### config.mk
export PLATFORM = sky130hd
export DESIGN_NAME = hra_queue
export DESIGN_NICKNAME = d
export VERILOG_FILES = /design/src/hra_queue.sv
export SDC_FILE = /design/constraint.sdc
export NUM_CORES = 1
export LEC_CHECK = 0
export BUFFER_PORTS_ARGS = -buffer_cell sky130_fd_sc_hd__buf_4
export CAP_MARGIN = 20
export CELL_PAD_IN_SITES_DETAIL_PLACEMENT = 0
export CELL_PAD_IN_SITES_GLOBAL_PLACEMENT = 1
export CORE_ASPECT_RATIO = 1.5
export CORE_MARGIN = 8
export CORE_UTILIZATION = 45
export CTS_CLUSTER_DIAMETER = 80
export DETAILED_ROUTE_END_ITERATION = 10
export PLACE_DENSITY = 0.76
export SLEW_MARGIN = 20
export SYNTH_ARGS = -nofsm -noshare
export SYNTH_HDL_FRONTEND = slang
export SYNTH_SLANG_ARGS = --single-unit
### constraint.sdc
create_clock -name clk -period 4 [get_ports clk]
set_input_delay 0.2 -clock clk [delete_from_list [all_inputs] [get_ports clk]]
set_output_delay 0.2 -clock clk [all_outputs]
set_load 0.005 [all_outputs]
### src/hra_queue.sv
// Small first-in first-out queue between the front and back ends.
module hra_queue #(
	parameter int WIDTH = 8,
	parameter int DEPTH = 4,
	localparam int PW = (DEPTH > 1) ? $clog2(DEPTH) : 1,
	localparam int NW = $clog2(DEPTH + 1)
) (
	input  logic             clk,
	input  logic             arst_n,
	input  logic             push,
	input  logic [WIDTH-1:0] din,
	output logic             full,
	input  logic             pop,
	output logic [WIDTH-1:0] dout,
	output logic             empty
);

	logic [WIDTH-1:0] slot_q [DEPTH];
	logic [PW-1:0]    wptr_q;
	logic [PW-1:0]    rptr_q;
	logic [NW-1:0]    count_q;

	assign full = count_q == NW'(DEPTH);
	assign empty = count_q == '0;
	assign dout = slot_q[rptr_q];

	// Entry storage.
	always_ff @(posedge clk) begin
		if (push) begin
			slot_q[wptr_q] <= din;
		end
	end

	// Pointers and fill count.
	always_ff @(posedge clk or negedge arst_n) begin
		if (!arst_n) begin
			wptr_q <= '0;
			rptr_q <= '0;
			count_q <= '0;
		end else begin
			if (push) begin
				wptr_q <= (32'(wptr_q) == DEPTH - 1) ? '0 : wptr_q + PW'(1);
			end
			if (pop) begin
				rptr_q <= (32'(rptr_q) == DEPTH - 1) ? '0 : rptr_q + PW'(1);
			end
			if (push && !pop) begin
				count_q <= count_q + NW'(1);
			end else if (pop && !push) begin
				count_q <= count_q - NW'(1);
			end
		end
	end

endmodule

==> results_dict.tcl <==
set metrics [dict create \
    p_per_area_nw_per_um2 651 \
    fill_cells 296 \
    syn_inst 79 \
    r2r_slack_ns 2.58 \
    rsz0062_at_grt "false" \
    cp.required_ns 3.80 \
    rows 26 \
    crit_fanout 11 \
    critical_path.endpoint "dout[2]" \
    vias 765 \
    syn_nets 98 \
    clockBufferDepth 2 \
    grt_pass1_vias 846 \
    die_area_sq_um 5670 \
    ant_nets 0 \
    die_h_um 88.3 \
    final_layout_size_suffix_gt1_frac 0.364 \
    dp_hpwl_mm 1.98 \
    postLayoutCoreUtil 0.550 \
    maxSlewHeadroom 0.623 \
    drtIter0Drc 29 \
    cts_resized 0 \
    timing.rr.start "wptr_q[0]" \
    clk_latency_ns 0.28 \
    overflow 0 \
    antenna_cells 0 \
    cts.sinks 39 \
    grt_pass1_wl_mm 4.42 \
    ir_worst_vdd_v 0.000435 \
    drtPass1Iterations 4 \
    totalWireLength_mm 2.68 \
    synth_seq_cells 39 \
    synth_warnings 0 \
    tightest_slew_ns 0.565 \
    post-place-ws_ns 2.34 \
    initial_core_util 0.464 \
    postCtsSetupRepairBufs 0 \
    fin_crit_sh 0.480 \
    area_growth_pct 18.4 \
    grt_antenna_before_repair 0 \
    top_usage_layer "met2" \
    r2r_cells 3 \
    io_pins 22 \
    grt_util_met2 0.180 \
    min_period_ns 1.92 \
    met3_usage 0.0444 \
    die_x_um 64.2 \
    min_path_type "in2reg" \
    fp.coreArea_sq_um 3380 \
    track_usage 0.105 \
    htreeDepth 2 \
    status "complete, no violations" \
    worst-setup-path-type "reg2out" \
    p_leak_nw 0.695 \
    fin_nets 125 \
    postCtsHoldBufs 1 \
    synth.distinct_cells 18 \
    via_per_inst 5.13 \
    syn_area_per_cell_sq_um 19.9 \
    fin_skew_ns 0.00363 \
    cts_tree "yes" \
    setup_slack_ns 2.08 \
    cp-start-kind "flip-flop" \
    setup_tns_ns 0 \
    grt_max_degree 13 \
    slew_viol_final 0 \
    synth-seq-area-share 0.724 \
    hold_violations 0 \
    path_clk_slew_ns 0.07 \
    startpoint "rptr_q[0]" \
    maxCapViolCount 0 \
    root_buffer "clkbuf_8" \
    gp_congestion 0.629 \
    cts_made_buffers 5 \
    setup_violations 0 \
    drc 0 \
    fmax_mhz 521 \
    detail_route.wl_per_cell_um 18.0 \
    r2r-end "slot_q[0][5]" \
    grt_use_met1 0.110 \
    portBuffers 21 \
    cp.arrival_ns 1.72 \
    end_kind "output pin" \
    syn-cell-area_sq_um 1570 \
]
placed cells by master (no fill, tap or decap):
cell type	netlist	routed
and2_1	4	4
buf_4	0	21
clkbuf_1	0	1
clkbuf_8	0	5
clkinv_2	0	1
clkinvlp_4	0	1
dfrtp_1	7	7
dlygate4sd3_1	0	1
edfxtp_1	32	32
fa_1	1	1
ha_1	6	6
inv_1	5	5
mux2_2	3	3
mux4_2	8	8
nand2_1	1	1
nand3_1	1	1
nor2_1	2	2
nor3_1	1	1
nor3b_1	1	1
o21ai_0	2	2
xnor2_1	1	1
xor2_1	2	2
through the flow:
step	std cells	hold slack, ns	area [sq um]	power [mW]
final	149	0.112	1860	1.21
after global routing	149	0.101	1860	1.29
after CTS	149	0.103	1860	1.24
after detailed placement	140	0.0187	1760	0.985
after global placement	140	0.0175	1760	0.964
after floorplan	79	-0.0956	1570	0.829
routing by layer:
layer  up-vias  wire length (um)
met4         0                53
met2        20              1440
met5         -                 0
met3         6               149
met1       389              1040
li1        350                 -
how the worst min path moves through the flow:
stage           start            to  slack [ns]  cells after the start
2_1_floorplan  arst_n    count_q[0]        -0.1                      0
3_3_place_gp   arst_n    count_q[0]        0.02                      1
3_5_place_dp   arst_n    count_q[1]        0.02                      1
4_1_cts        din[4]  slot_q[3][4]        0.10                      1
5_1_grt        din[4]  slot_q[0][4]        0.10                      1
6_report       din[1]  slot_q[2][1]        0.11                      1
layout make-up:
type / instances / area, sq um / area share
clock buffers: 6 / 72.6 / 0.0390
multi-input cells: 33 / 399 / 0.215
clock inverters: 2 / 12.5 / 0.00673
well taps: 42 / 52.6 / 0.0283
flip-flops and latches: 39 / 1140 / 0.611
inverters: 5 / 18.8 / 0.0101
repair buffers: 22 / 168 / 0.0902
critical path, stage by stage (launching register included):
cell,delay (ns)
dfrtp_1,0.70
mux4_2,0.58
buf_4,0.15
power by group:
group	total (mW)	leakage (nW)	switching, mW	internal (mW)
sequential	0.619	0.377	0.0845	0.534
combinational	0.341	0.277	0.128	0.212
clock	0.251	0.0412	0.129	0.122
total	1.21	0.695	0.342	0.868
synth_stat cells:
cell type | count | share of area
nor2_1 | 2 | 0.0048
inv_1 | 5 | 0.012
xnor2_1 | 1 | 0.0056
fa_1 | 1 | 0.013
mux4_2 | 8 | 0.11
nand2_1 | 1 | 0.0024
mux2_2 | 3 | 0.022
ha_1 | 6 | 0.048
xor2_1 | 2 | 0.011
buf_2 | 1 | 0.0032
o21ai_0 | 2 | 0.0064
and2_1 | 4 | 0.016
nand3_1 | 1 | 0.0032
edfxtp_1 | 32 | 0.61
buf_6 | 1 | 0.0072
nor3b_1 | 1 | 0.0048
dfrtp_1 | 7 | 0.11
nor3_1 | 1 | 0.0032
logic make-up after synthesis:
| group | synth area share |
|---|---|
| flops | 0.724 |
| buf+inv | 0.0223 |
| mux | 0.136 |
| xor+xnor | 0.0167 |
| compound gates | 0.00637 |
| simple gates | 0.0343 |
| fa+ha+maj | 0.0606 |
state kept, by name, summed over array words and instances, names as in the netlist:
name and flops:
wptr_q 2, rptr_q 2, count_q 3, slot_q 32
Note: power is estimated with default switching activity, not from simulation.
