[config.mk]
export PLATFORM = sky130hd
export DESIGN_NAME = hra_front
export DESIGN_NICKNAME = d
export VERILOG_FILES = /design/src/hra_pkg.sv /design/src/hra_front.sv
export SDC_FILE = /design/constraint.sdc
export NUM_CORES = 1
export LEC_CHECK = 0
export BUFFER_PORTS_ARGS = -buffer_cell sky130_fd_sc_hd__buf_2
export CORE_MARGIN = 8
export CORE_UTILIZATION = 25
export DETAILED_ROUTE_END_ITERATION = 6
export RECOVER_POWER = 25
export SLEW_MARGIN = 15
export SYNTH_ARGS = -nofsm -noshare
export SYNTH_HDL_FRONTEND = slang
export SYNTH_SLANG_ARGS = --single-unit
[constraint.sdc]
create_clock -name clk -period 8.8 [get_ports clk]
set_input_delay 1.76 -clock clk [delete_from_list [all_inputs] [get_ports clk]]
set_output_delay 1.76 -clock clk [all_outputs]
set_load 0.05 [all_outputs]
[src/hra_pkg.sv]
// Shared types and constants of the HID report message assembler.
package hra_pkg;

	// Report layout.
	localparam int REPORT_BYTES = 64;
	localparam int INIT_FLAG_BIT = 7;
	localparam logic [7:0] CMD_MASK = 8'h7f;
	localparam int INIT_CHUNK = 57;
	localparam int CONT_CHUNK = 59;
	localparam int INIT_HDR_BYTES = 7;
	localparam int CONT_HDR_BYTES = 5;
	localparam int CHAN_BYTES = 4;
	localparam int MARKER_POS = 4;
	localparam logic [6:0] POS_MAX = 7'd127;

	// Action and result kind codes.
	localparam logic ACT_REPORT = 1'b0;
	localparam logic ACT_READ = 1'b1;
	localparam logic KIND_STATUS = 1'b0;
	localparam logic KIND_READ = 1'b1;

	// Report status codes.
	typedef enum logic [2:0] {
		ST_PROGRESS = 3'd0,
		ST_COMPLETE = 3'd1,
		ST_BADLEN   = 3'd2,
		ST_BADSEQ   = 3'd3,
		ST_BUSY     = 3'd4
	} status_t;

	// Result that a queued operation produces in the back end.
	typedef enum logic [1:0] {
		RES_NONE,
		RES_STATUS,
		RES_READ,
		RES_READ_ZERO
	} res_t;

	// Input word.
	typedef struct packed {
		logic       action;
		logic [7:0] data_byte;
		logic       report_end;
		logic [9:0] read_index;
	} req_t;

	// Output word.
	typedef struct packed {
		logic        kind;
		logic [2:0]  status;
		logic [31:0] channel_id;
		logic [6:0]  command;
		logic [10:0] message_length;
		logic [7:0]  read_byte;
	} rsp_t;

	// Operation handed from the front end to the back end (address travels beside it).
	typedef struct packed {
		logic        wr_en;
		res_t        res;
		logic [7:0]  data;
		status_t     status;
		logic [31:0] channel;
		logic [6:0]  command;
		logic [10:0] length;
	} op_t;

endpackage

[src/hra_front.sv]
// Front end: parses report bytes, tracks the assembly and issues store and result operations.
module hra_front import hra_pkg::*; #(
	parameter int MAX_MESSAGE_BYTES = 1024,
	localparam int AW = (MAX_MESSAGE_BYTES > 1) ? $clog2(MAX_MESSAGE_BYTES) : 1,
	localparam int CW = $clog2(MAX_MESSAGE_BYTES + 1)
) (
	input  logic          clk,
	input  logic          arst_n,
	input  logic          req_valid,
	output logic          req_stall,
	input  req_t          req,
	input  logic          op_full,
	output logic          op_valid,
	output op_t           op,
	output logic [AW-1:0] op_addr
);

	// Assembly and frame state.
	logic          assembling_q;
	logic [31:0]   held_channel_q;
	logic [6:0]    held_command_q;
	logic [CW-1:0] expected_q;
	logic [CW-1:0] received_q;
	logic [7:0]    next_seq_q;
	logic [6:0]    pos_q;
	logic [31:0]   frame_channel_q;
	logic [7:0]    frame_marker_q;
	logic [15:0]   frame_declared_q;

	logic          accept;
	logic          is_byte;
	logic          is_init;
	logic          decl_ok;
	logic          cont_ok;
	logic [6:0]    init_off;
	logic [6:0]    cont_off;
	logic [CW-1:0] rem;
	logic [CW:0]   cont_sum;
	logic          in_body;
	logic          wr_init;
	logic          wr_cont;
	logic          len_ok;
	logic [7:0]    count;

	logic          nx_assembling;
	logic [31:0]   nx_held_channel;
	logic [6:0]    nx_held_command;
	logic [CW-1:0] nx_expected;
	logic [CW-1:0] nx_received;
	logic [7:0]    nx_next_seq;
	logic [CW-1:0] cont_add;
	logic [CW-1:0] init_rec;
	logic          done;
	status_t       fin_status;
	logic [31:0]   cpl_channel;
	logic [6:0]    cpl_command;
	logic [10:0]   cpl_length;

	// A word is taken whenever the queue has room.
	assign req_stall = op_full;
	assign accept = req_valid && !op_full;
	assign is_byte = accept && (req.action == ACT_REPORT);

	// Header checks against the bytes seen so far.
	assign is_init = frame_marker_q[INIT_FLAG_BIT];
	assign decl_ok = 32'(frame_declared_q) <= MAX_MESSAGE_BYTES;
	assign cont_ok = assembling_q && (frame_channel_q == held_channel_q)
		&& (frame_marker_q == next_seq_q);
	assign rem = (expected_q > received_q) ? (expected_q - received_q) : '0;
	assign init_off = pos_q - 7'(INIT_HDR_BYTES);
	assign cont_off = pos_q - 7'(CONT_HDR_BYTES);
	assign cont_sum = (CW + 1)'(received_q) + (CW + 1)'(cont_off);
	assign in_body = 32'(pos_q) < REPORT_BYTES;

	// Payload bytes are written as they arrive when the header would accept the report.
	assign wr_init = in_body && is_init && (32'(pos_q) >= INIT_HDR_BYTES) && !assembling_q
		&& decl_ok && (16'(init_off) < frame_declared_q);
	assign wr_cont = in_body && !is_init && (32'(pos_q) >= CONT_HDR_BYTES) && cont_ok
		&& (32'(cont_off) < 32'(rem)) && (32'(cont_sum) < MAX_MESSAGE_BYTES);

	// Report end: length check, then init or continuation handling.
	assign count = 8'(pos_q) + 8'd1;
	assign len_ok = 32'(count) == REPORT_BYTES;
	assign cont_add = (32'(rem) < CONT_CHUNK) ? rem : CW'(CONT_CHUNK);
	assign init_rec = (32'(frame_declared_q) < INIT_CHUNK) ? CW'(frame_declared_q)
		: CW'(INIT_CHUNK);

	always_comb begin
		nx_assembling = assembling_q;
		nx_held_channel = held_channel_q;
		nx_held_command = held_command_q;
		nx_expected = expected_q;
		nx_received = received_q;
		nx_next_seq = next_seq_q;
		done = 1'b0;
		fin_status = ST_PROGRESS;
		cpl_channel = '0;
		cpl_command = '0;
		cpl_length = '0;
		if (!len_ok) begin
			fin_status = ST_BADLEN;
		end else if (is_init) begin
			if (assembling_q) begin
				fin_status = ST_BUSY;
			end else if (!decl_ok) begin
				fin_status = ST_BADLEN;
			end else begin
				nx_assembling = 1'b1;
				nx_held_channel = frame_channel_q;
				nx_held_command = 7'(frame_marker_q & CMD_MASK);
				nx_expected = CW'(frame_declared_q);
				nx_received = init_rec;
				nx_next_seq = '0;
				done = 1'b1;
			end
		end else if (!cont_ok) begin
			nx_assembling = 1'b0;
			nx_held_channel = '0;
			nx_held_command = '0;
			nx_expected = '0;
			nx_received = '0;
			nx_next_seq = '0;
			fin_status = ST_BADSEQ;
		end else begin
			nx_next_seq = next_seq_q + 8'd1;
			nx_received = received_q + cont_add;
			done = 1'b1;
		end
		// Completion hands out the message and drops the assembly.
		if (done && (nx_received >= nx_expected)) begin
			fin_status = ST_COMPLETE;
			cpl_channel = nx_held_channel;
			cpl_command = nx_held_command;
			cpl_length = 11'(nx_expected);
			nx_assembling = 1'b0;
			nx_held_channel = '0;
			nx_held_command = '0;
			nx_expected = '0;
			nx_received = '0;
			nx_next_seq = '0;
		end
	end

	// Operation for the back end.
	always_comb begin
		op = '0;
		op.data = req.data_byte;
		op.res = RES_NONE;
		op.status = ST_PROGRESS;
		op_addr = '0;
		if (req.action == ACT_READ) begin
			op.res = (32'(req.read_index) < MAX_MESSAGE_BYTES) ? RES_READ : RES_READ_ZERO;
			op_addr = AW'(req.read_index);
		end else begin
			op.wr_en = wr_init || wr_cont;
			if (wr_init) begin
				op_addr = AW'(init_off);
			end else begin
				op_addr = AW'(cont_sum);
			end
			if (req.report_end) begin
				op.res = RES_STATUS;
				op.status = fin_status;
				op.channel = cpl_channel;
				op.command = cpl_command;
				op.length = cpl_length;
			end
		end
	end

	assign op_valid = accept && (op.wr_en || (op.res != RES_NONE));

	// State update on each report byte.
	always_ff @(posedge clk or negedge arst_n) begin
		if (!arst_n) begin
			assembling_q <= 1'b0;
			held_channel_q <= '0;
			held_command_q <= '0;
			expected_q <= '0;
			received_q <= '0;
			next_seq_q <= '0;
			pos_q <= '0;
			frame_channel_q <= '0;
			frame_marker_q <= '0;
			frame_declared_q <= '0;
		end else if (is_byte) begin
			if (req.report_end) begin
				assembling_q <= nx_assembling;
				held_channel_q <= nx_held_channel;
				held_command_q <= nx_held_command;
				expected_q <= nx_expected;
				received_q <= nx_received;
				next_seq_q <= nx_next_seq;
				pos_q <= '0;
				frame_channel_q <= '0;
				frame_marker_q <= '0;
				frame_declared_q <= '0;
			end else begin
				if (32'(pos_q) < CHAN_BYTES) begin
					frame_channel_q <= {frame_channel_q[23:0], req.data_byte};
				end else if (32'(pos_q) == MARKER_POS) begin
					frame_marker_q <= req.data_byte;
				end else if (is_init && (32'(pos_q) < INIT_HDR_BYTES)) begin
					frame_declared_q <= {frame_declared_q[7:0], req.data_byte};
				end
				if (pos_q != POS_MAX) begin
					pos_q <= pos_q + 7'd1;
				end
			end
		end
	end

endmodule

==> summary.md <==
| Metric | Value |
|---|---|
| N_diodes | 0 |
| Fmax | 118 MHz |
| Placed Area | 10,200 sq um |
| Clock latency on the worst-skew pair | 430 ps |
| Wire per inst | 19.0 microns |
| Gr busiest metal | met2 |
| LEAKAGE | 4.69 nW |
| Register area | 3330 sq um |
| RSZ-0062 raised after global routing | no |
| Synthesis-to-finish area growth | 21.3% |
| Grt ovf | 0 |
| H-Tree Depth | 4 |
| Synthesized flop and latch total | 133 |
| Gpl congestion | 0.916 |
| Final Cycle Share | 96.2% |
| Tightest Hold Check Type | flip-flop to flip-flop |
| Die X-Extent | 208 microns |
| Vias in the first global route | 8,117 |
| Xor/xnor cell area share of the yosys netlist | 7.60% |
| Main synth FF type | dfrtp_1 |
| Fin. Hold Viols | 0 |
| I/O pin count | 100 |
| Max Cap Viol | 1 |
| Cell Area, Synth | 9220 sq um |
| Core area | 36,400 sq um |
| Setup TNS | 0 ps |
| Worst vdd ir | 0.000131 V |
| Root Driver | clkbuf_16 |
| PD cells | 160 nW/um^2 |
| Global-route usage over all layers | 13.6% |
| Synthesis warning total | 0 |
| Fillcell total | 3,829 |
| Register area share after synthesis | 36.1% |
| First-pass GRT wire length | 47,300 microns |
| Failing checks | max-capacitance violations, max-slew violations |
| Final instance area | 11,200 sq um |
| Chip height | 208 microns |
| Share of cells above drive strength 1 | 20.3% |
| Crit path max fanout | 38 |
| Drt pass-1 iters | 5 |
| Crit-path slowest cell | fa_1 |
| GRT met1 Usage | 18.1% |
| Largest net degree at the start of global routing | 83 |
| Cells after Synth | 1,027 |
| Nets@finish | 1,188 |
| Met2 usage | 21.5% |
| Final Util | 30.7% |
| CTS tree | built |
| Most common cell after layout, fill and taps aside | dfrtp_1 |
| Proportion of synthesized area in mux cells | 3.13% |
| Post-synth cell types | 64 |
| Row count | 70 |
| # port buffers | 99 |
| Max Slew Vio Count | 83 |
| Multi-input logic area | 5660 sq um |
| CP peak stage delay | 420 ps |
| Clock transition at path regs | 60 ps |
| Synth Area in Simple Gates | 16.4% |
| Main combinational cell family by area after synthesis | compound AO/OA/AOI/OAI gates |
| Drt first-iter violations | 725 |
| Die area | 43,300 sq um |
| CP Class | flip-flop to primary output |
| Initial antenna violation count | 0 |
| Post-Route WL | 30,100 microns |
| CTS Buf Count | 17 |
| Adder-Cell Fraction of Synth Area | 8.25% |
| Mapped Avg Cell Area | 8.98 sq um |
| CP endpoint kind | primary output |
| Clock tree buffer depth | 2 |
| Tmin final | 8470 ps |
| GR Util met3 | 2.53% |
| Routed vias | 8,183 |
| Fraction of registers with async set/reset | 100% |
| # setup viols final | 0 |
| EDFF count, synth | 0 |
| Most frequent cells in the layout | dfrtp_1 (131), nand2_1 (88), o21ai_0 (73) |
| Via density | 5.16 |
| Compound-Gate Fraction of Synth Area | 23.6% |
| Worst path most repeated cell | ha_1 |
| Status | finished with violations |
| Slew @ Worst Pin | 4690 ps |
| Required @ worst endpoint | 7040 ps |
| DRT antenna net count | 0 |
| Initial Util | 25.3% |
| TritonCTS Sinks | 133 |
| DRC | 0 |
| Slew HR | -213% |
| Startpoint Class | flip-flop |
| Hpwl dp | 22,200 microns |
| Worst Skew | 16.1 ps |
| Arr. time, crit path | 6710 ps |
## power by group
| group | total (mW) | switching (mW) | leakage (nW) | internal (mW) |
|---|---|---|---|---|
| combinational | 0.362 | 0.227 | 2.64 | 0.135 |
| sequential | 0.723 | 0.0714 | 1.76 | 0.652 |
| clock | 0.708 | 0.307 | 0.287 | 0.401 |
## per-stage QoR
| stage | instances | worst slack [ps] | power [mW] | hold WS, ps |
|---|---|---|---|---|
| 3_3_place_gp | 1552 | 380 | 1.08 | 480 |
| 3_5_place_dp | 1552 | 199 | 1.09 | 491 |
| 6_report | 1586 | 333 | 1.79 | 506 |
| 2_1_floorplan | 1030 | 469 | 0.967 | 462 |
| 4_1_cts | 1586 | 10.9 | 1.80 | 510 |
| 5_1_grt | 1586 | 20.1 | 1.88 | 522 |
## final timing paths
| check | start | end | depth (start not counted) | slack, ps |
|---|---|---|---|---|
| hold reg to reg | held_command_q[4]$_DFFE_PN0P_ | held_command_q[4]$_DFFE_PN0P_ | 1 | 510 |
| setup / recovery | expected_q[0]$_DFFE_PN0P_ | op[38] | 29 | 330 |
| setup reg to reg | expected_q[0]$_DFFE_PN0P_ | held_channel_q[1]$_DFFE_PN0P_ | 30 | 1760 |
| max in group asynchronous | arst_n | received_q[0]$_DFFE_PN0P_ | 1 | 2780 |
| hold / removal | held_command_q[4]$_DFFE_PN0P_ | held_command_q[4]$_DFFE_PN0P_ | 1 | 510 |
| min in group asynchronous | arst_n | held_channel_q[29]$_DFFE_PN0P_ | 1 | 3010 |
## worst max-delay path, delay by kind of cell, from the launching register on
family	cells	cell delay, ps
AOI/OAI and AO/OA	13	2810
adders and majority gates	5	1490
and+or+nand+nor	5	740
buffers and inverters	4	520
DFF	1	400
xor gates and xnor gates	2	300
## cell usage after synthesis (3+ instances only)
| library cell | n | area share [%] |
|---|---|---|
| a22o_1 | 52 | 4.9 |
| a211oi_1 | 10 | 0.81 |
| clkbuf_1 | 45 | 1.8 |
| buf_4 | 13 | 1.1 |
| nor3_1 | 15 | 0.81 |
| nand2b_1 | 34 | 2.3 |
| o21bai_1 | 4 | 0.33 |
| a31oi_1 | 9 | 0.61 |
| or3_1 | 3 | 0.20 |
| nor2b_1 | 17 | 1.2 |
| o31ai_1 | 8 | 0.65 |
| mux2_2 | 23 | 2.8 |
| nand2_1 | 89 | 3.6 |
| xor2_1 | 14 | 1.3 |
| o21ai_0 | 75 | 4.1 |
| nand4_1 | 14 | 0.95 |
| dfrtp_1 | 133 | 36 |
| a21o_1 | 7 | 0.57 |
| a211o_1 | 5 | 0.47 |
| a21oi_1 | 31 | 1.7 |
| ha_1 | 56 | 7.6 |
| or2_2 | 4 | 0.27 |
| a2111oi_0 | 3 | 0.28 |
| fa_1 | 3 | 0.65 |
| buf_2 | 8 | 0.43 |
| nor2_1 | 89 | 3.6 |
| nand3_1 | 23 | 1.2 |
| nor4_1 | 10 | 0.68 |
| and3_1 | 5 | 0.34 |
| a22oi_1 | 49 | 4.0 |
| or4_1 | 5 | 0.41 |
| o41ai_1 | 10 | 0.95 |
| a41oi_1 | 4 | 0.38 |
| o22ai_1 | 7 | 0.47 |
| a32oi_1 | 3 | 0.28 |
| o21a_1 | 4 | 0.33 |
| xnor2_1 | 66 | 6.3 |
| o211ai_1 | 3 | 0.24 |
| and2_1 | 6 | 0.41 |
| mux2i_1 | 3 | 0.33 |
| o21ai_1 | 3 | 0.16 |
| inv_1 | 36 | 1.5 |
## cells by family after synthesis
logic type | count (synthesis)
XOR/XNOR | 80
AND/OR/NAND/NOR | 318
buffers and inverters | 103
flip-flops | 133
AO/OA/AOI/OAI | 307
adder cells (fa/ha/maj) | 59
multiplexers | 26
other | 1
## layout make-up
cell class	count	area share, %
clock buffer	17	3.80
clock inverter	15	1.41
inverter	36	1.21
multi-input combinational	794	50.6
sequential	133	29.8
tap	468	5.24
timing repair buffer	123	7.99
## flip-flops by register name (all words and copies together), names as in the netlist
name,flops
frame_declared_q,16
received_q,11
next_seq_q,8
held_channel_q,32
frame_marker_q,8
pos_q,7
assembling_q,1
held_command_q,7
expected_q,11
frame_channel_q,32
## routing by layer
metal,vias up,wire [microns]
met5,-,0
met4,0,909
met3,46,1300
met2,207,14200
met1,4037,13700
li1,3893,-
## timing repair
| item | in CTS | in global routing |
|---|---|---|
| endpoints found under the setup margin | 51 | 51 |
| setup buffers | 2 | 0 |
| hold buffers | 0 | 0 |
| pin swaps | 1 | 2 |
| resized for setup | 50 | 72 |
No activity file was read; power rests on OpenSTA's default activity.
